File: config.mk
export PLATFORM = sky130hd
export DESIGN_NAME = dlm_mac
export DESIGN_NICKNAME = d
export VERILOG_FILES = /design/src/rtl/dlm_pkg.sv /design/src/rtl/dlm_mac.sv
export SDC_FILE = /design/constraint.sdc
export NUM_CORES = 2
export LEC_CHECK = 0
export BUFFER_PORTS_ARGS = -buffer_cell sky130_fd_sc_hd__buf_2
export CAP_MARGIN = 20
export CORE_ASPECT_RATIO = 1.25
export CORE_UTILIZATION = 30
export CTS_CLUSTER_SIZE = 20
export DETAILED_ROUTE_END_ITERATION = 10
export SYNTH_ARGS = -nofsm -noshare
export SYNTH_HDL_FRONTEND = slang
export SYNTH_SLANG_ARGS = --single-unit
export TNS_END_PERCENT = 20
File: constraint.sdc
create_clock -name clk -period 5.3 [get_ports clk]
set_clock_uncertainty 0.1 [all_clocks]
set_input_delay 0 -clock clk [delete_from_list [all_inputs] [get_ports clk]]
set_output_delay 0 -clock clk [all_outputs]
set_load 0.01 [all_outputs]
File: src/rtl/dlm_pkg.sv
`timescale 1ns / 1ps
// ---------------------------------------------------------------------------
// dlm_pkg
// Shared constants, codes and types of the dense layer multiply-accumulate core.
// ---------------------------------------------------------------------------
package dlm_pkg;

	localparam int PIXELS  = 784;
	localparam int NEURONS = 10;

	localparam int OP_W    = 2;
	localparam int NEUR_W  = 4;
	localparam int PIX_W   = 10;
	localparam int VALUE_W = 32;
	localparam int Q_W     = 16;
	localparam int PROD_W  = 2 * Q_W;
	localparam int SUM_W   = 48;

	localparam int NIDX_W  = (NEURONS > 1) ? $clog2(NEURONS) : 1;
	localparam int WDEPTH  = NEURONS * PIXELS;
	localparam int WADDR_W = $clog2(WDEPTH);

	localparam logic [OP_W-1:0] OP_WEIGHT = 2'd0;
	localparam logic [OP_W-1:0] OP_BIAS   = 2'd1;
	localparam logic [OP_W-1:0] OP_PIXEL  = 2'd2;

	typedef struct packed {
		logic              issue;
		logic [NIDX_W-1:0] issue_idx;
		logic              emit;
		logic [NIDX_W-1:0] emit_idx;
		logic              bias_wr;
		logic [NIDX_W-1:0] bias_idx;
	} mac_cmd_t;

	function automatic logic [WADDR_W-1:0] waddr(input logic [NIDX_W-1:0] n,
			input logic [PIX_W-1:0] p);
		waddr = WADDR_W'(n) * WADDR_W'(PIXELS) + WADDR_W'(p);
	endfunction

endpackage

File: src/rtl/dlm_mac.sv
`timescale 1ns / 1ps
// ---------------------------------------------------------------------------
// dlm_mac
// Shared multiply-accumulate unit with bias and accumulator register files.
// ---------------------------------------------------------------------------
module dlm_mac (
	input  logic                            clk,
	input  logic                            arst_n,
	input  dlm_pkg::mac_cmd_t               cmd,
	input  logic signed [dlm_pkg::Q_W-1:0]  pixel,
	input  logic signed [dlm_pkg::Q_W-1:0]  weight,
	input  logic [dlm_pkg::VALUE_W-1:0]     bias_data,
	output logic [dlm_pkg::SUM_W-1:0]       sum,
	output logic                            busy
);

	import dlm_pkg::*;

	logic                     vld_s1;
	logic [NIDX_W-1:0]        idx_s1;
	logic                     vld_s2;
	logic [NIDX_W-1:0]        idx_s2;
	logic signed [PROD_W-1:0] prod_s2;

	logic [VALUE_W-1:0] bias_q [NEURONS];
	logic [SUM_W-1:0]   acc_q  [NEURONS];

	logic [NIDX_W-1:0] sel;
	logic [SUM_W-1:0]  addend;
	logic [VALUE_W-1:0] bias_sel;

	always_ff @(posedge clk or negedge arst_n) begin
		if (!arst_n) begin
			vld_s1 <= 1'b0;
			vld_s2 <= 1'b0;
		end else begin
			vld_s1 <= cmd.issue;
			vld_s2 <= vld_s1;
		end
	end

	always_ff @(posedge clk) begin
		idx_s1  <= cmd.issue_idx;
		idx_s2  <= idx_s1;
		prod_s2 <= pixel * weight;
		if (cmd.bias_wr) begin
			bias_q[cmd.bias_idx] <= bias_data;
		end
	end

	// one adder serves accumulation and the bias add on readout
	assign sel      = cmd.emit ? cmd.emit_idx : idx_s2;
	assign bias_sel = bias_q[cmd.emit_idx];
	assign addend   = cmd.emit ? {{(SUM_W-VALUE_W){bias_sel[VALUE_W-1]}}, bias_sel}
	                           : {{(SUM_W-PROD_W){prod_s2[PROD_W-1]}}, prod_s2};
	assign sum      = acc_q[sel] + addend;
	assign busy     = vld_s1 | vld_s2;

	always_ff @(posedge clk or negedge arst_n) begin
		if (!arst_n) begin
			for (int i = 0; i < NEURONS; i++) begin
				acc_q[i] <= '0;
			end
		end else if (cmd.emit) begin
			acc_q[sel] <= '0;
		end else if (vld_s2) begin
			acc_q[sel] <= sum;
		end
	end

endmodule

**Word-level counts from Yosys, hierarchy flattened**

Memories as Yosys holds them, arrays and structs flattened.
Index checks and enable logic that the tools add are counted.

- Output and inout bits: 49
- Bits in writable memories: 320
- Logic and storage cells: 38
- Bits in registers: 522
- Memories kept: 1

- $mul: 1
- Bitwise gates (word level): 4
- Reduce and logical (&&, ||, !) cells: 2
- Muxes and demuxes: 12
- Add/sub/neg operators: 1
- Magnitude comparators: 2

Memories:

| memory | words | width | rd ports | clocked after memory_dff | wr ports | RTL line | source |
|---|---|---|---|---|---|---|---|
| bias_q | 10 | 32 | 1 | 0 | 1 | dlm_mac.sv:25 | `logic [VALUE_W-1:0] bias_q [NEURONS];` |

Operator list:

| kind | number |
|---|---|
| 480-bit two-way mux | 2 |
| 480-bit bitwise AND | 1 |
| 480-bit bitwise mux | 1 |
| 480-bit inverter | 1 |
| 48-bit binary-select mux with 4-bit select | 1 |
| 48-bit demux with 4-bit select | 1 |
| 48-bit two-way mux | 4 |
| 48-bit adder | 1 |
| 16-bit by 16-bit multiplier with 32-bit output | 1 |
| 5-bit greater-or-equal comparator (second input constant) | 1 |
| 5-bit by 1-bit less-than comparator with 1-bit output (second input constant) | 1 |
| 4-bit inverter with 5-bit output | 1 |
| 4-bit two-way mux | 1 |
| 1-bit two-way mux | 2 |
| 2-bit nonzero test | 1 |
| 1-bit logical AND | 1 |
| 1-bit bitwise OR | 1 |

**Longest topological paths before layout**

- Word-level depth: 9
- Gate-level depth with buffers: 24
- Depth with buffers taken out: 23

**Least setup slack after synthesis**

Ideal clock, no wire load.

- Path kind: input -> register
- Start point: input pixel[11] (netlist bit)
- End point: register prod_s2[24]
- Data required time: 5,069 ps
- Arrival: 5,540 ps
- Path slack: -471 ps
- Setup time: 131 ps
- Cell stages on the path: 20
- Cells stage by stage: clkbuf_1 nand2_1 fa_1 fa_1 fa_1 inv_1 fa_1 fa_1 inv_1 fa_1 inv_1 ha_1 a211oi_1 o22ai_1 a221oi_1 o21ai_0 a31oi_1 o21ai_0 a2111oi_0 nor3_1

- Word-level cells in the longest chain between the ends: 1

RTL lines:

| item | RTL line | source |
|---|---|---|
| start, declared | dlm_mac.sv:10 | `input logic signed [dlm_pkg::Q_W-1:0] pixel,` |
| 16-bit by 16-bit multiplier with 32-bit output | dlm_mac.sv:45 | `prod_s2 <= pixel * weight;` |
| end signal, assigned | dlm_mac.sv:45 |  |
| end, declared | dlm_mac.sv:23 | `logic signed [PROD_W-1:0] prod_s2;` |

Every way passes these cells.
A chain may end at the register's enable or synchronous reset.

**Worst setup path in the final report**

- Start point: register idx_s2[0]
- End point: output sum[45] (netlist bit)

- Word-level cells in the longest chain between the ends: 6

RTL lines:

| item | RTL line | source |
|---|---|---|
| start, declared | dlm_mac.sv:22 | `logic [NIDX_W-1:0] idx_s2;` |
| start signal, assigned | dlm_mac.sv:44 | `idx_s2 <= idx_s1;` |
| 4-bit two-way mux | dlm_mac.sv:52 | `assign sel = cmd.emit ? cmd.emit_idx : idx_s2;` |
| 4-bit inverter with 5-bit output (implied by the code) | dlm_mac.sv:56 | `assign sum = acc_q[sel] + addend;` |
| 48-bit binary-select mux with 4-bit select | dlm_mac.sv:56 |  |
| 48-bit two-way mux (implied by the code) (2 in series) | dlm_mac.sv:56 |  |
| 48-bit adder | dlm_mac.sv:56 |  |
| end, declared | dlm_mac.sv:13 | `output logic [dlm_pkg::SUM_W-1:0] sum,` |

Every way passes these cells. The select of a mux whose other input is x is not followed.

==> out/metrics.csv <==
stage,metric,value,unit
outcome,status,finished clean,
drt,routed vias,34336,
sta,Slew @ Worst Pin,1020,ps
power,internal power,22400,uW
min_path,Worst Hold Path EP,prod_s2[1]$_DFF_P_,
min_path,hold path depth,5,
worst_setup_path,r2r setup slk,410,ps
power,switching share of power,38.5,%
global_routing,initial antenna violation count,16,
yosys,sequential area share after synthesis,47.4,%
min_path,Hold/Removal Path Class,in -> reg,
worst_setup_path,"Max FO, Critical Path",8,
power,Seq pwr share,24.6,%
yosys,"EDFF count, synth",320,
worst_setup_path,Worst setup SP type,flop,
sta,max-slew violation count,0,
drt,initial drt markers,2902,
worst_setup_path,"delay-heaviest family, CP",compound AO/OA/AOI/OAI gates,
clock_tree,Root Driver,clkbuf_16,
power,clock network fraction of total power,18.5,%
finish,Area Overhead vs Synth,21.3,%
power,PwrDens,631,nW/um^2
yosys,register bit total from synthesis,842,
sta,crit share post-route,98.9,%
sta,RSZ-0062 raised after global routing,yes,
power,Net Sw Power,14000,uW
yosys,Yosys Warn Count,0,
yosys,"top cells by area, synth","dfrtp_1, edfxtp_1, fa_1",
yosys,"top cells by count, synth","nand2_1, dfrtp_1, inv_1, edfxtp_1, o21ai_0",
yosys,"Cell Area, Synth",47400,sq um
sta,Setup-failing EPs final,0,
place,post-place instance area,52700,sq um
yosys,Mapped Cells,4092,
place,hpwl dp,98700,microns
yosys,post-synth cell types,80,
yosys,Post-synth ARST share,57.2,%
global_routing,largest net degree at the start of global routing,166,
place,Port-buffer cells,129,
worst_setup_path,worst r2r src,idx_s2[0]$_DFF_P_,
drt,detailed-route vias per instance,5.20,
power,Max VDD drop,1.12,mV
yosys,ys flop type,dfrtp_1,
drt,number of remaining DRC errors,0,
die,Initial Util,30.3,%
worst_setup_path,worst path cell trace,mux2i_4 -> buf_12 -> buf_16 -> buf_16 -> mux4_2 -> a222oi_1 -> nand2_1 -> ha_4 -> a21o_1 -> a31o_2 -> nor3_1 -> nand3_1 -> a21o_1 -> buf_6 -> o221ai_1 -> xnor2_1 -> bufbuf_16 -> buf_2,
sta,Hold Slack,57.2,ps
drt,Routed WL,144000,microns
clock_tree,Num CTS Buffers,91,
global_routing,grt ovf,0,
clock_tree,Clock Path Buffers,3,
worst_setup_path,endpoint class of the critical path,primary output,
power,Leakage,0.0247,uW
worst_setup_path,Reg2Reg Depth,19,
finish,fin nets,4948,
clock_tree,H-tree levels,3,
clock_tree,CTS tree,built,
global_routing,gr usage total,18.0,%
clock_tree,Worst-Skew Late Latency,690,ps
drt,Antenna Nets Post-Route,0,
die,Die Y,447,microns
sta,max frequency,191,MHz
min_path,HP Start,weight[1],
finish,fraction of layout cells with a size suffix above 1,22.3,%
global_routing,first-pass GRT wire length,219000,microns
place,gpl congestion,0.912,
die,Rows,162,
drt,post-DR wirelength/cell,21.9,microns
die,boundary pin count,130,
clock_tree,Num Clock Sinks,842,
die,DIE AREA,160000,sq um
worst_setup_path,r2r endpoint,acc_q[429]$_DFFE_PN0P_,
yosys,syn nets,4565,
sta,min setup slack post-route,59.2,ps
drt,1st-pass router iterations,9,
die,DIE WIDTH,358,microns
worst_setup_path,CP bufs+invs,6,
finish,design area,57600,sq um
worst_setup_path,slowest CP cell,mux4_2,
clock_tree,clock slew at reported path FFs,60,ps
yosys,Synth top area share,25.4,%
sta,Final Hold Viols,0,
worst_setup_path,crit path DAT,5140,ps
sta,crit path time final,5240,ps
yosys,Mapped Avg Cell Area,11.6,sq um
worst_setup_path,Critical Path RT,5200,ps
power,combinational power share,56.9,%
place,pre-CTS WS,-394,ps
worst_setup_path,"Largest stage delay, worst path",500,ps
die,core box area,156000,sq um
sta,relative slew slack,32.1,%
yosys,leading area contributor after synthesis,dfrtp_1,
flow_run,# Max-Cap Violations,0,
worst_setup_path,Setup CP Type,reg -> out,
global_routing,vias in the first global route,34960,
yosys,most common cell in the netlist,nand2_1,
finish,Layout fillers,15307,
==> cells by family after synthesis <==
logic type               after synthesis  share of synthesized area (%)
AND/OR/NAND/NOR                     1088                           10.3
XOR/XNOR                              77                           1.51
buffers and inverters                609                           4.91
adder cells (fa/ha/maj)              392                           14.5
multiplexers                         233                           9.26
flip-flops                           842                           47.4
AO/OA/AOI/OAI                        851                           12.1
==> worst max-delay path by stage <==
stage | startpoint | endpoint | cells after the start
after floorplan | pixel[15] | prod_s2[31]$_DFF_P_ | 20
after global placement | weight[4] | prod_s2[31]$_DFF_P_ | 22
after detailed placement | weight[3] | prod_s2[31]$_DFF_P_ | 21
after CTS | idx_s2[0]$_DFF_P_ | sum[40] | 20
after global routing | idx_s2[0]$_DFF_P_ | sum[45] | 21
final | idx_s2[0]$_DFF_P_ | sum[45] | 18
==> metrics by stage <==
step	instances	setup TNS (ps)	utilization, %	total power [uW]
after global placement	6335	-2710	33.7	29200
final	6603	0	36.8	36300
after detailed placement	6335	-2840	33.7	29400
after global routing	6601	-595	36.8	39300
after floorplan	4092	-2.65	-	20900
after CTS	6559	-61.3	36.2	36400
==> cells in the final DEF, fill, tap and decap left out, types with 12 or more instances in the layout <==
cell / Yosys / final
o21ai_0: 304 / 293
nand2b_1: 36 / 36
a221oi_1: 30 / 26
a22o_1: 88 / 88
mux2i_1: 36 / 35
clkbuf_16: 0 / 93
o211ai_1: 16 / 16
mux2_2: 36 / 36
a222oi_1: 48 / 48
ha_4: 0 / 24
a21o_1: 43 / 43
buf_12: 0 / 22
and3_1: 21 / 19
nand2_2: 1 / 12
mux4_2: 160 / 160
a21oi_1: 106 / 100
inv_1: 338 / 337
o21bai_1: 12 / 12
a211oi_1: 43 / 40
xnor2_1: 50 / 49
dfrtp_1: 482 / 482
nor2b_1: 39 / 38
and2_1: 132 / 130
o31ai_1: 53 / 51
fa_1: 263 / 259
edfxtp_1: 320 / 320
nand4_1: 15 / 15
buf_2: 22 / 124
clkbuf_1: 224 / 18
nor3_1: 26 / 22
dfxtp_1: 40 / 39
xor2_1: 23 / 22
nand3_1: 24 / 18
dlygate4sd3_1: 0 / 51
or2_2: 14 / 13
buf_4: 0 / 343
ha_1: 129 / 99
nor2_1: 116 / 106
clkbuf_8: 0 / 21
nand2_1: 635 / 619
==> sequential cells by signal, summed over array words and instances (netlist names) <==
| register | cells |
|---|---|
| bias_q | 320 |
| acc_q | 480 |
| vld_s2 | 1 |
| prod_s2 | 32 |
| idx_s1 | 4 |
| idx_s2 | 4 |
| vld_s1 | 1 |
==> worst reg2reg max path, stage by stage (launching register included) <==
cell and delay (ps):
dfxtp_2 330, mux2i_4 160, buf_12 180, buf_16 190, buf_16 170, mux4_2 500, a222oi_1 300, nand2_1 210
ha_4 320, a21o_1 190, a31o_2 250, nor3_1 220, nand3_1 200, a21o_1 310, buf_6 160, o221ai_1 210
xnor2_1 120, bufbuf_16 270, buf_4 180, a22o_1 220
==> per-layer routing <==
layer / vias up / global-route usage (%) / share of wire, %
li1: 15189 / - / -
met1: 17602 / 23.3 / 40
met2: 1239 / 30.3 / 49
met3: 290 / 2.60 / 6.5
met4: 16 / 6.84 / 3.8
met5: - / 0 / 0.064
==> repair_timing <==
item / in CTS / in global routing
pin swaps: 14 / 76
gates resized for setup: 43 / 100
endpoints found under the setup margin: 49 / 33
hold buffers: 52 / 0
endpoints found under the hold margin: 844 / 0
buffers inserted: 5 / 39
gates cloned: 0 / 1
==> power by group through the flow <==
| stage | combinational (uW) | clock [uW] | sequential, uW |
|---|---|---|---|
| floorplan | 12100 | 0 | 8750 |
| global placement | 20100 | 0 | 9010 |
| detailed placement | 20300 | 0 | 9060 |
| CTS | 20600 | 6820 | 8950 |
| global route | 23100 | 7090 | 9080 |
| finish | 20700 | 6700 | 8940 |
==> final cells by class <==
cell class                 instances  area (sq um)  share of cell area (%)
antenna                            4          10.0                  0.0174
clock buffer                     131          2660                    4.62
clock inverter                    36           524                   0.911
inverter                         338          1270                    2.20
multi-input combinational       2641         23500                    40.9
sequential                       842         22500                    39.0
tap                             2050          2560                    4.46
timing repair buffer             561          4530                    7.86
No activity file was read; power rests on OpenSTA's default activity.
