### config.mk
export PLATFORM = sky130hd
export DESIGN_NAME = dlm_ram
export DESIGN_NICKNAME = d
export VERILOG_FILES = /design/src/rtl/dlm_ram.sv
export SDC_FILE = /design/constraint.sdc
export NUM_CORES = 1
export LEC_CHECK = 0
export ABC_CLOCK_PERIOD_IN_PS = 1700
export BUFFER_PORTS_ARGS = -buffer_cell sky130_fd_sc_hd__buf_2
export CAP_MARGIN = 5
export CORE_MARGIN = 2
export CORE_UTILIZATION = 35
export CTS_BUF_LIST = sky130_fd_sc_hd__clkbuf_4
export DETAILED_ROUTE_END_ITERATION = 16
export HOLD_SLACK_MARGIN = 0.15
export MAX_ROUTING_LAYER = met4
export PLACE_DENSITY = 0.52
export SETUP_SLACK_MARGIN = 0.02
export SLEW_MARGIN = 20
export SYNTH_ARGS = -nofsm -noshare
export SYNTH_HDL_FRONTEND = slang
export SYNTH_SLANG_ARGS = --single-unit
### constraint.sdc
create_clock -name clk -period 1.7 [get_ports clk]
set_input_delay 0 -clock clk [delete_from_list [all_inputs] [get_ports clk]]
set_output_delay 0 -clock clk [all_outputs]
set_load 0.005 [all_outputs]
### src/rtl/dlm_ram.sv
`timescale 1ns / 1ps
// ---------------------------------------------------------------------------
// dlm_ram
// Single write port, single registered read port memory.
// ---------------------------------------------------------------------------
module dlm_ram #(
	parameter int DEPTH = 16,
	parameter int WIDTH = 8
) (
	input  logic                     clk,
	input  logic                     wr_en,
	input  logic [$clog2(DEPTH)-1:0] wr_addr,
	input  logic [WIDTH-1:0]         wr_data,
	input  logic                     rd_en,
	input  logic [$clog2(DEPTH)-1:0] rd_addr,
	output logic [WIDTH-1:0]         rd_data
);

	logic [WIDTH-1:0] mem [DEPTH];

	always_ff @(posedge clk) begin
		if (wr_en) begin
			mem[wr_addr] <= wr_data;
		end
		if (rd_en) begin
			rd_data <= mem[rd_addr];
		end
	end

endmodule

Yosys cells after proc, flatten, opt, wreduce, memory -nomap -nowiden:

Memories as Yosys holds them, arrays and structs flattened. A register that Yosys moved wholly into a read port is not among the register bits.
Cells that the tools add are included.

* muxes and demuxes: 2

Operators with widths (number)
* 2-to-1 mux 1 bit: 2

* register bits: 0
* memory bits (writable): 128
* input port bits: 19
* output and inout bits: 8
* logic and storage cells: 3
* memories kept: 1

Memory list
* mem: words 16, bits a word 8, read ports 1, clocked after Yosys merged registers in 1, write ports 1, line 19 `logic [WIDTH-1:0] mem [DEPTH];`

Longest topological paths before layout:

Gate-level depths: netlist of the first run.

* depth after elaboration: 2
* gate-level depth with buffers: 5
* gate-level depth less buffers: 3

Least setup slack after synthesis of the first run:

Ideal clock, no wire load.

* path type: input -> register
* from: in wr_addr[2]
* to: mem mem[0][0], enable pin
* setup time: 0.383 ns
* arrival: 1.110 ns
* required time: 1.317 ns
* setup slack: 0.207 ns
* cell stages on the path: 2
* buffers on the path: 0
* cell sequence: or3b_2 nor3_1

RTL lines
* start: declaration: line 12 `input logic [$clog2(DEPTH)-1:0] wr_addr,`
* end: declaration: line 19

Straight into the memory's write port.

==> metrics.md, run 1 <==
| Metric | Value |
|---|---|
| WP data arrival | `1.88 ns` |
| TritonCTS Buffers | `17` |
| Yosys top cell area share | `78.1%` |
| Clock latency on the worst-skew pair | `0.53 ns` |
| # fillers | `1296` |
| Yosys cell types | `18` |
| Layout cell share with drive strength beyond 1 | `28.9%` |
| Pin count of the biggest net entering global routing | `19` |
| Measured slew at the worst slew-check pin | `0.453 ns` |
| CTS tree | `yes` |
| Starting DRT DRC Count | `196` |
| Worst vdd ir | `372 µV` |
| Initial Util | `35.8%` |
| Clk sink count | `136` |
| Cells after Synth | `229` |
| Max-slew violation count | `0` |
| Final setup fails | `0` |
| Commonest non-fill, non-tap cell in the layout | `edfxtp_1` |
| # IOs | `27` |
| RSZ-0062 raised after global routing | `false` |
| First-pass GRT wire length | `16500 µm` |
| Setup ws final | `0.0935 ns` |
| Pleak | `2.04 nW` |
| Die Area | `15900 µm²` |
| Synth Cell Area | `5230 µm²` |
| Class of the most critical hold timing path | `in -> reg` |
| Biggest area consumer among synthesized cells | `edfxtp_1` |
| Port buffer count | `26` |
| HPWL after detailed placement | `6720 µm` |
| Cell Pwr Density | `942 nW/µm²` |
| Critical path type | `in -> reg` |
| Worst Path Max Fanout | `8` |
| Worst R2R Path Depth | `3` |
| WL per Instance | `21.2 µm` |
| Gpl congestion | `0.720` |
| Syn avg cell area | `22.8 µm²` |
| Die Wd | `126 µm` |
| Tmin final | `1.61 ns` |
| Final hold vios | `0` |
| Site row count | `44` |
| Drt drc | `0` |
| Fin nets | `325` |
| Post-Syn Nets | `248` |
| Slew margin rel. | `69.8%` |
| Area delta synth->final | `16.8%` |
| Via total after detailed routing | `2511` |
| Run status | `completed` |
| First-pass detailed-route iteration total | `4` |
| Initial antenna violation count | `1` |
| Drt via density | `5.02` |
| Final period utilization | `94.5%` |
| Clock slew at reported path FFs | `0.10 ns` |
| CP Capture Type | `register` |
| Wirelength, routed | `10600 µm` |
| Total GRT Usage | `15.1%` |
| H-tree depth | `4` |
| Peak Freq | `622 MHz` |
| Max-cap violations | `0` |
| DP Worst Slack | `0.0869 ns` |
| Antenna viol nets, final | `0` |
| YS warnings | `0` |
| Clock Tree Root | `clkbuf_4` |
| Number of synthesized register bits | `136` |
| Startpoint Class | `input port` |
| Die span in y | `126 µm` |
| Clock skew | `0.00909 ns` |
| # Post-CTS Setup Buffers | `0` |
| CTS Buffer Depth | `2` |
| Vias in the first global route | `2665` |
| Setup total negative slack | `0 ns` |
| Hold depth | `5` |
| Gr ovfl total | `0` |
| Sequential fraction of the synthesis area | `78.1%` |
| Commonest non-fill, non-tap cells in the layout | `136 x edfxtp_1, 26 x buf_2, 20 x dlygate4sd3_1` |
| Core area | `14600 µm²` |
| Dominant cells by area after synthesis | `edfxtp_1 78%, mux4_2 7.8%, mux4_1 7.0%, a22oi_1 2.3%, nor2_1 0.93%` |
| WP data required | `1.98 ns` |
## area by class of cell
cell class | instances | area (µm²) | area share [%]
antenna | 1 | 2.50 | 0.0410
tap | 184 | 230 | 3.77
clock buffer | 19 | 143 | 2.34
sequential | 136 | 4080 | 66.9
timing repair buffer | 68 | 546 | 8.94
clock inverter | 9 | 38.8 | 0.636
multi-input combinational | 83 | 1060 | 17.4
## path summary, 6_finish.rpt
path	end	slack [ns]	from
worst max-delay path	rd_data[5]$_DFFE_PP_	0.09	rd_addr[3]
worst min-delay path	rd_data[6]$_DFFE_PP_	0.26	rd_addr[0]
worst max register to register	rd_data[1]$_DFFE_PP_	0.20	mem[9][1]$_DFFE_PP_
worst min register to register	rd_data[6]$_DFFE_PP_	0.76	mem[11][6]$_DFFE_PP_
## state kept, by name, summed over array words and instances, names as in the netlist
register,cells
mem,128
rd_data,8
## report_power, final
group / switching, W / total, W / internal (W)
clock network: 0.00103 / 0.00157 / 0.000542
logic: 0.000204 / 0.000391 / 0.000186
registers: 0.0000194 / 0.00379 / 0.00377
total: 0.00125 / 0.00575 / 0.00450
## worst max-delay path, cell delays in order
cell           delay (ns)
dlygate4sd3_1        0.53
buf_2                0.14
nor2b_1              0.12
dlygate4sd3_1        0.55
buf_4                0.18
a22oi_1              0.25
nand2_1              0.11
## synth_stat cells, drive strengths merged
| cell | instances |
|---|---|
| a22oi | 16 |
| and2 | 1 |
| and2b | 1 |
| buf | 7 |
| clkdlybuf4s25 | 3 |
| edfxtp | 136 |
| mux4 | 32 |
| nand2 | 9 |
| nand2b | 2 |
| nand3 | 1 |
| nand3b | 2 |
| nor2 | 13 |
| nor2b | 1 |
| nor3 | 4 |
| or3b | 1 |
## logic make-up (layout without fill, tap and decap cells)
| family | after synthesis | after routing | synth area share [%] |
|---|---|---|---|
| buffers and inverters | 10 | 96 | 1.65 |
| multiplexers | 32 | 32 | 14.8 |
| flip-flops | 136 | 136 | 78.1 |
| AO/OA/AOI/OAI | 16 | 16 | 2.30 |
| AND/OR/NAND/NOR | 35 | 35 | 3.14 |
| other | 0 | 1 | 0 |
## through the flow
stage / instances / utilization (%) / hold WS (ns) / power (W) / instance area, µm²
5_1_grt: 500 / 41.8 / 0.249 / 0.00602 / 6100
2_1_floorplan: 229 / - / 0.0989 / 0.00405 / 5230
4_1_cts: 499 / 41.8 / 0.207 / 0.00583 / 6100
3_3_place_gp: 451 / 39.2 / 0.394 / 0.00423 / 5720
3_5_place_dp: 451 / 39.2 / 0.400 / 0.00424 / 5720
6_report: 500 / 41.8 / 0.258 / 0.00575 / 6100
## layer usage
layer,GRT usage (%),wire [µm]
met5,-,0
met1,19.7,4770
met3,3.95,544
met2,22.8,5170
met4,5.82,121
## repair_timing
action | CTS | global route
gates resized for setup | 0 | 1
endpoints found under the hold margin | 267 | 0
endpoints found under the setup margin | 0 | 5
hold buffers | 20 | 0
No activity file was read; power rests on OpenSTA's default activity.
==> run 2: changes to the inputs <==
--- a/config.mk
+++ b/config.mk
@@ -15,6 +15,7 @@
 export HOLD_SLACK_MARGIN = 0.15
 export MAX_ROUTING_LAYER = met4
 export PLACE_DENSITY = 0.52
+export REMOVE_ABC_BUFFERS = 1
 export SETUP_SLACK_MARGIN = 0.02
 export SLEW_MARGIN = 20
 export SYNTH_ARGS = -nofsm -noshare
==> run 2 against run 1 <==
Total power up 11%. Largest power group unchanged. Non-clock buffer count up 3. Register-to-register slack worse by 0.06 ns. Sequential power about the same. Via count up 1.6%. Worst hold slack worse by 0.040 ns.
==> metrics.md, run 2 (synthesis gave the netlist of run 1 again) <==
| Metric | Value |
|---|---|
| Die span in y | `126 µm (unchanged)` |
| Via total after detailed routing | `2551 (+1.6%)` |
| Class of the most critical hold timing path | `in -> reg` |
| Utilization after layout | `42.7% (+0.86 points)` |
| Initial Util | `35.8% (unchanged)` |
| Run status | `completed` |
| Setup total negative slack | `0 ns (unchanged)` |
| Buf/Inv on CP | `0 (-4)` |
| HPWL after detailed placement | `6950 µm (+3.5%)` |
| Measured slew at the worst slew-check pin | `0.413 ns (-0.0406 ns)` |
| Critical path type | `reg -> reg` |
| Largest regs | `mem (128), rd_data (8)` |
| Antenna diode count | `0 (-1)` |
| TritonCTS Buffers | `17 (unchanged)` |
| Final setup fails | `0 (unchanged)` |
| Fin nets | `328 (+0.92%)` |
| Worst Path Max Fanout | `1 (-7)` |
| Drt drc | `0 (unchanged)` |
| First-pass detailed-route iteration total | `4 (unchanged)` |
| CTS Buffer Depth | `2 (unchanged)` |
| Dpl cell area | `5740 µm² (+0.44%)` |
| First-pass GRT wire length | `16100 µm (-2.3%)` |
| Tmin final | `1.56 ns (-0.0487 ns)` |
| Startpoint Class | `register` |
| Gpl congestion | `0.777 (+7.9%)` |
| Clk sink count | `136 (unchanged)` |
| Clock skew | `0.0123 ns (+0.00320 ns)` |
| Port buffer count | `26 (unchanged)` |
| Antenna viol nets, final | `0 (unchanged)` |
| Max reg flops | `128 (unchanged)` |
| Wirelength, routed | `10700 µm (+0.86%)` |
| WP data arrival | `1.82 ns (-0.06 ns)` |
| Cell Pwr Density | `1030 nW/µm² (+9.2%)` |
| Pin count of the biggest net entering global routing | `33 (+14)` |
| WL per Instance | `21.1 µm (-0.34%)` |
| Peak Freq | `642 MHz (+3.1%)` |
| Final hold vios | `0 (unchanged)` |
| CP Capture Type | `register` |
| Slowest-stage cell, CP | `mux4_2` |
| Max-slew violation count | `0 (unchanged)` |
| Commonest non-fill, non-tap cell in the layout | `edfxtp_1` |
| Clock Tree Root | `clkbuf_4` |
| Layout cell share with drive strength beyond 1 | `30.4% (+1.5 points)` |
| Commonest non-fill, non-tap cells in the layout | `136 x edfxtp_1, 26 x buf_2, 24 x buf_4` |
| Gr ovfl total | `0 (unchanged)` |
| Die Area | `15900 µm² (unchanged)` |
| WP data required | `1.96 ns (-0.02 ns)` |
| Area delta synth->final | `19.1%` |
| Max-cap violations | `0 (unchanged)` |
| Total power | `0.00641 W (+11%)` |
| Core area | `14600 µm² (unchanged)` |
| Pleak | `2.10 nW (+2.9%)` |
| H-tree depth | `4 (unchanged)` |
| CTS tree | `yes` |
| RSZ-0062 raised after global routing | `false` |
| Starting DRT DRC Count | `133 (-32%)` |
| Vias in the first global route | `2586 (-3.0%)` |
| Top cell family by delay on the critical path | `multiplexers` |
| CP Cell Sequence | `mux4_2, a22oi_1, nand2_1` |
| Worst vdd ir | `736 µV (+98%)` |
| # IOs | `27 (unchanged)` |
| # Post-CTS Setup Buffers | `0 (unchanged)` |
| DP Worst Slack | `0.0423 ns (-0.0446 ns)` |
| Final Cell Area | `6230 µm² (+2.1%)` |
| Setup ws final | `0.142 ns (+0.0487 ns)` |
| Clock slew at reported path FFs | `0.11 ns (about the same)` |
| Total GRT Usage | `14.8% (-0.27 points)` |
| Drt via density | `5.04 (+0.39%)` |
| Critical Path Max Stage Delay | `0.46 ns (-0.09 ns)` |
| Site row count | `44 (unchanged)` |
| Most flop-heavy register | `mem` |
| Die Wd | `126 µm (unchanged)` |
| Slew margin rel. | `72.5% (+2.7 points)` |
| Initial antenna violation count | `0 (-1)` |
| Final period utilization | `91.6% (-2.9 points)` |
| Clock latency on the worst-skew pair | `0.51 ns (-0.02 ns)` |
run 2: path summary, 6_finish.rpt:
kind / from / end / slack [ns] / depth (start not counted)
max: mem[11][7]$_DFFE_PP_ / rd_data[7]$_DFFE_PP_ / 0.14 / 3
min: wr_en / mem[11][3]$_DFFE_PP_ / 0.22 / 4
min reg2reg: mem[14][4]$_DFFE_PP_ / rd_data[4]$_DFFE_PP_ / 0.74 / 3
max reg2reg: mem[11][7]$_DFFE_PP_ / rd_data[7]$_DFFE_PP_ / 0.14 / 3
run 2: final cells by class:
| type | instances | area (µm²) |
|---|---|---|
| Clock inverter | 13 | 159 |
| Fill cell | 1281 | 8360 |
| Tap cell | 184 | 230 |
| Multi-Input combinational cell | 83 | 1060 |
| Timing Repair Buffer | 71 | 551 |
| Sequential cell | 136 | 4080 |
| Clock buffer | 19 | 143 |
run 2: worst register-to-register path, cell delays in order, from the launching register on:
cell and delay (ns):
edfxtp_1 0.38, mux4_2 0.46, a22oi_1 0.38, nand2_1 0.09
run 2: per-stage QoR:
| step | hold slack, ns | std cells |
|---|---|---|
| 2_1_floorplan | 0.0989 | 219 |
| 3_3_place_gp | 0.388 | 456 |
| 3_5_place_dp | 0.395 | 456 |
| 4_1_cts | 0.157 | 506 |
| 5_1_grt | 0.170 | 506 |
| 6_report | 0.218 | 506 |
run 2: power by group:
group          leakage [nW]  internal [W]  total, W  switching, W
clock network         0.159       0.00116   0.00223       0.00106
logic                 0.704      0.000182  0.000391      0.000209
registers              1.24       0.00377   0.00379     0.0000205
run 2: timing repair:
item                                    CTS  global route
resized for setup                         0             1
hold buffers                             18             0
endpoints found under the hold margin   239             0
endpoints found under the setup margin    0             1
run 2: layer usage:
| metal | GRT usage, % | part of all wire (%) |
|---|---|---|
| met5 | - | 0 |
| met4 | 4.27 | 0.34 |
| met3 | 4.42 | 3.9 |
| met2 | 21.6 | 48 |
| met1 | 20.3 | 48 |
==> run 3: changes to the inputs <==
--- a/config.mk
+++ b/config.mk
@@ -6,15 +6,15 @@
 export NUM_CORES = 1
 export LEC_CHECK = 0
 export ABC_CLOCK_PERIOD_IN_PS = 1700
-export BUFFER_PORTS_ARGS = -buffer_cell sky130_fd_sc_hd__buf_2
 export CAP_MARGIN = 5
 export CORE_MARGIN = 2
 export CORE_UTILIZATION = 35
 export CTS_BUF_LIST = sky130_fd_sc_hd__clkbuf_4
 export DETAILED_ROUTE_END_ITERATION = 16
+export DONT_BUFFER_PORTS = 1
 export HOLD_SLACK_MARGIN = 0.15
 export MAX_ROUTING_LAYER = met4
-export PLACE_DENSITY = 0.52
+export PLACE_DENSITY = 0.51
 export REMOVE_ABC_BUFFERS = 1
 export SETUP_SLACK_MARGIN = 0.02
 export SLEW_MARGIN = 20
==> run 3 against run 2 <==
The flow now finishes with violations (negative hold slack). Setup slack worse by 0.011 ns. Via count is 6.2% lower. Largest cell class unchanged. Final area is 5.5% lower. Combinational power is 20% lower. Global-route usage is 0.20 points higher. Sequential share of layout area is 3.8 points higher. Critical path depth stayed put.
==> metrics.md, run 3 (synthesis gave the netlist of run 1 again) <==
| Metric | Value |
|---|---|
| Hold depth | `3 (-1)` |
| Layout cell share with drive strength beyond 1 | `22.1% (-8.3 points)` |
| Cell Pwr Density | `967 nW/µm² (-6.0%)` |
| Critical path type | `reg -> reg` |
| Wirelength, routed | `10500 µm (-1.6%)` |
| # IOs | `27 (unchanged)` |
| Port buffer count | `0 (-100%)` |
| Drt drc | `0 (unchanged)` |
| Crit path launch | `mem[1][0]$_DFFE_PP_` |
| Initial Util | `35.8% (unchanged)` |
| Final setup fails | `0 (unchanged)` |
| Grt met2 use | `21.3% (-0.35 points)` |
| R2R setup slack | `0.13 ns (about the same)` |
| Met3 Use GR | `4.89% (+0.47 points)` |
| Min-Delay Endpoint | `rd_data[4]$_DFFE_PP_` |
| Via total after detailed routing | `2394 (-6.2%)` |
| # Post-CTS Setup Buffers | `0 (unchanged)` |
| CP Cell Sequence | `mux4_1, a22oi_1, nand2_1` |
| Run status | `finished with violations` |
| Gr ovfl total | `0 (unchanged)` |
| Hold_sp | `rd_addr[0]` |
| Total GRT Usage | `15.0% (+0.20 points)` |
| WL per Instance | `22.4 µm (+6.1%)` |
| First-pass GRT wire length | `16200 µm (+0.73%)` |
| Vias in the first global route | `2563 (-0.89%)` |
| Max-cap violations | `0 (unchanged)` |
| WP data arrival | `1.83 ns (about the same)` |
| Cts repair resizes | `0 (unchanged)` |
| Setup ws final | `0.131 ns (-0.0107 ns)` |
| CP Capture Type | `register` |
| Initial antenna violation count | `0 (unchanged)` |
| Startpoint Class | `register` |
| Final period utilization | `92.3% (+0.63 points)` |
| Area delta synth->final | `12.6%` |
| Worst vdd ir | `722 µV (-1.9%)` |
| Clock Tree Root | `clkbuf_4` |
| Clock latency on the worst-skew pair | `0.52 ns (about the same)` |
| Critical Path Max Stage Delay | `0.50 ns (+0.04 ns)` |
| Failing checks | `negative hold slack` |
| RSZ-0062 raised after global routing | `false` |
| Clk sink count | `136 (unchanged)` |
| Tmin final | `1.57 ns (+0.0107 ns)` |
| DP Worst Slack | `0.138 ns (+0.0958 ns)` |
| Reg-to-reg startpoint | `mem[1][0]$_DFFE_PP_` |
| Die Area | `15900 µm² (unchanged)` |
| Most flop-heavy register | `mem` |
| Pin count of the biggest net entering global routing | `33 (unchanged)` |
| Setup total negative slack | `0 ns (unchanged)` |
| Gpl congestion | `0.687 (-12%)` |
| Largest regs | `mem (128), rd_data (8)` |
| Class of the most critical hold timing path | `in -> reg` |
| CTS Buffer Depth | `2 (unchanged)` |
| Post-CTS Hold Fix Bufs | `16 (-2)` |
| CTS tree | `yes` |
| M1 GR Usage | `20.9% (+0.58 points)` |
| Worst Path Max Fanout | `1 (unchanged)` |
| Clock slew at reported path FFs | `0.10 ns (about the same)` |
| Gr busiest metal | `met2` |
| Die Wd | `126 µm (unchanged)` |
| Clock skew | `0.0210 ns (+0.00868 ns)` |
| Pleak | `1.90 nW (-9.3%)` |
| Drt via density | `5.10 (+1.2%)` |
| Critical R2R Capture | `rd_data[0]$_DFFE_PP_` |
| First-pass detailed-route iteration total | `6 (+2)` |
| Worst R2R Path Depth | `3 (unchanged)` |
| Final hold vios | `7 (+7)` |
| Measured slew at the worst slew-check pin | `0.619 ns (+0.207 ns)` |
| Slew margin rel. | `58.6% (-14 points)` |
| Antenna diode count | `0 (unchanged)` |
| Antenna viol nets, final | `0 (unchanged)` |
| Slowest-stage cell, CP | `mux4_1` |
| Die span in y | `126 µm (unchanged)` |
| Max reg flops | `128 (unchanged)` |
| Peak Freq | `638 MHz (-0.68%)` |
| WP data required | `1.97 ns (about the same)` |
| Commonest non-fill, non-tap cell in the layout | `edfxtp_1` |
| TritonCTS Buffers | `17 (unchanged)` |
| H-tree depth | `4 (unchanged)` |
| Commonest non-fill, non-tap cells in the layout | `136 x edfxtp_1, 21 x clkbuf_4, 20 x buf_4` |
| Starting DRT DRC Count | `255 (+92%)` |
| Max-slew violation count | `0 (unchanged)` |
| Fin nets | `293 (-11%)` |
| Site row count | `44 (unchanged)` |
| HPWL after detailed placement | `6650 µm (-4.3%)` |
| Core area | `14600 µm² (unchanged)` |
| WHS | `-0.0444 ns (-0.262 ns)` |
## run 3: cell types whose count changed in the layout (fill, tap and decap cells not counted), sizes merged
cell / change
clkbuf: +2
bufinv: -4
dlygate4sd3: -3
clkinv: +1
buf: -32
clkinvlp: -1
## run 3: final cells by class
cell class,instances,area [µm²]
Clock buffer,21,158
Clock inverter,9,36.3
Fill cell,1283,8700
Multi-Input combinational cell,83,1060
Sequential cell,136,4080
Tap cell,184,230
Timing Repair Buffer,36,320
## run 3: report_power, final
group	switching [W]	leakage [nW]	total (W)	internal, W
Sequential	0.0000241	1.24	0.00380	0.00377
Clock	0.000998	0.115	0.00159	0.000588
Combinational	0.000168	0.552	0.000311	0.000143
## run 3: worst max path at each step
stage	endpoint	slack (ns)
2_1_floorplan	mem[0][0]$_DFFE_PP_	0.21
3_3_place_gp	rd_data[0]$_DFFE_PP_	0.14
3_5_place_dp	rd_data[0]$_DFFE_PP_	0.14
4_1_cts	rd_data[0]$_DFFE_PP_	0.13
5_1_grt	rd_data[0]$_DFFE_PP_	0.05
6_report	rd_data[0]$_DFFE_PP_	0.13
## run 3: routing by layer
| metal | up-vias | wire length [µm] |
|---|---|---|
| met5 | - | 0 |
| met4 | 0 | 89 |
| met3 | 6 | 500 |
| met2 | 63 | 5000 |
| met1 | 1250 | 4930 |
| li1 | 1075 | - |
## run 3: stage by stage
| step | hold slack, ns | utilization [%] | power, W | instances | instance area [µm²] |
|---|---|---|---|---|---|
| finish | -0.0444 | 40.3 | 0.00569 | 469 | 5890 |
| global route | -0.108 | 40.3 | 0.00596 | 469 | 5890 |
| CTS | -0.138 | 40.3 | 0.00578 | 469 | 5890 |
| detailed placement | 0.0997 | 37.8 | 0.00409 | 423 | 5520 |
| global placement | 0.100 | 37.8 | 0.00409 | 423 | 5520 |
| floorplan | 0.0989 | - | 0.00401 | 219 | 5140 |
## run 3: worst max-delay path, delay by kind of cell (launching register included)
family,cells,cell delay (ns)
compound gates,1,0.34
flops,1,0.38
mux,1,0.50
simple gates,1,0.10
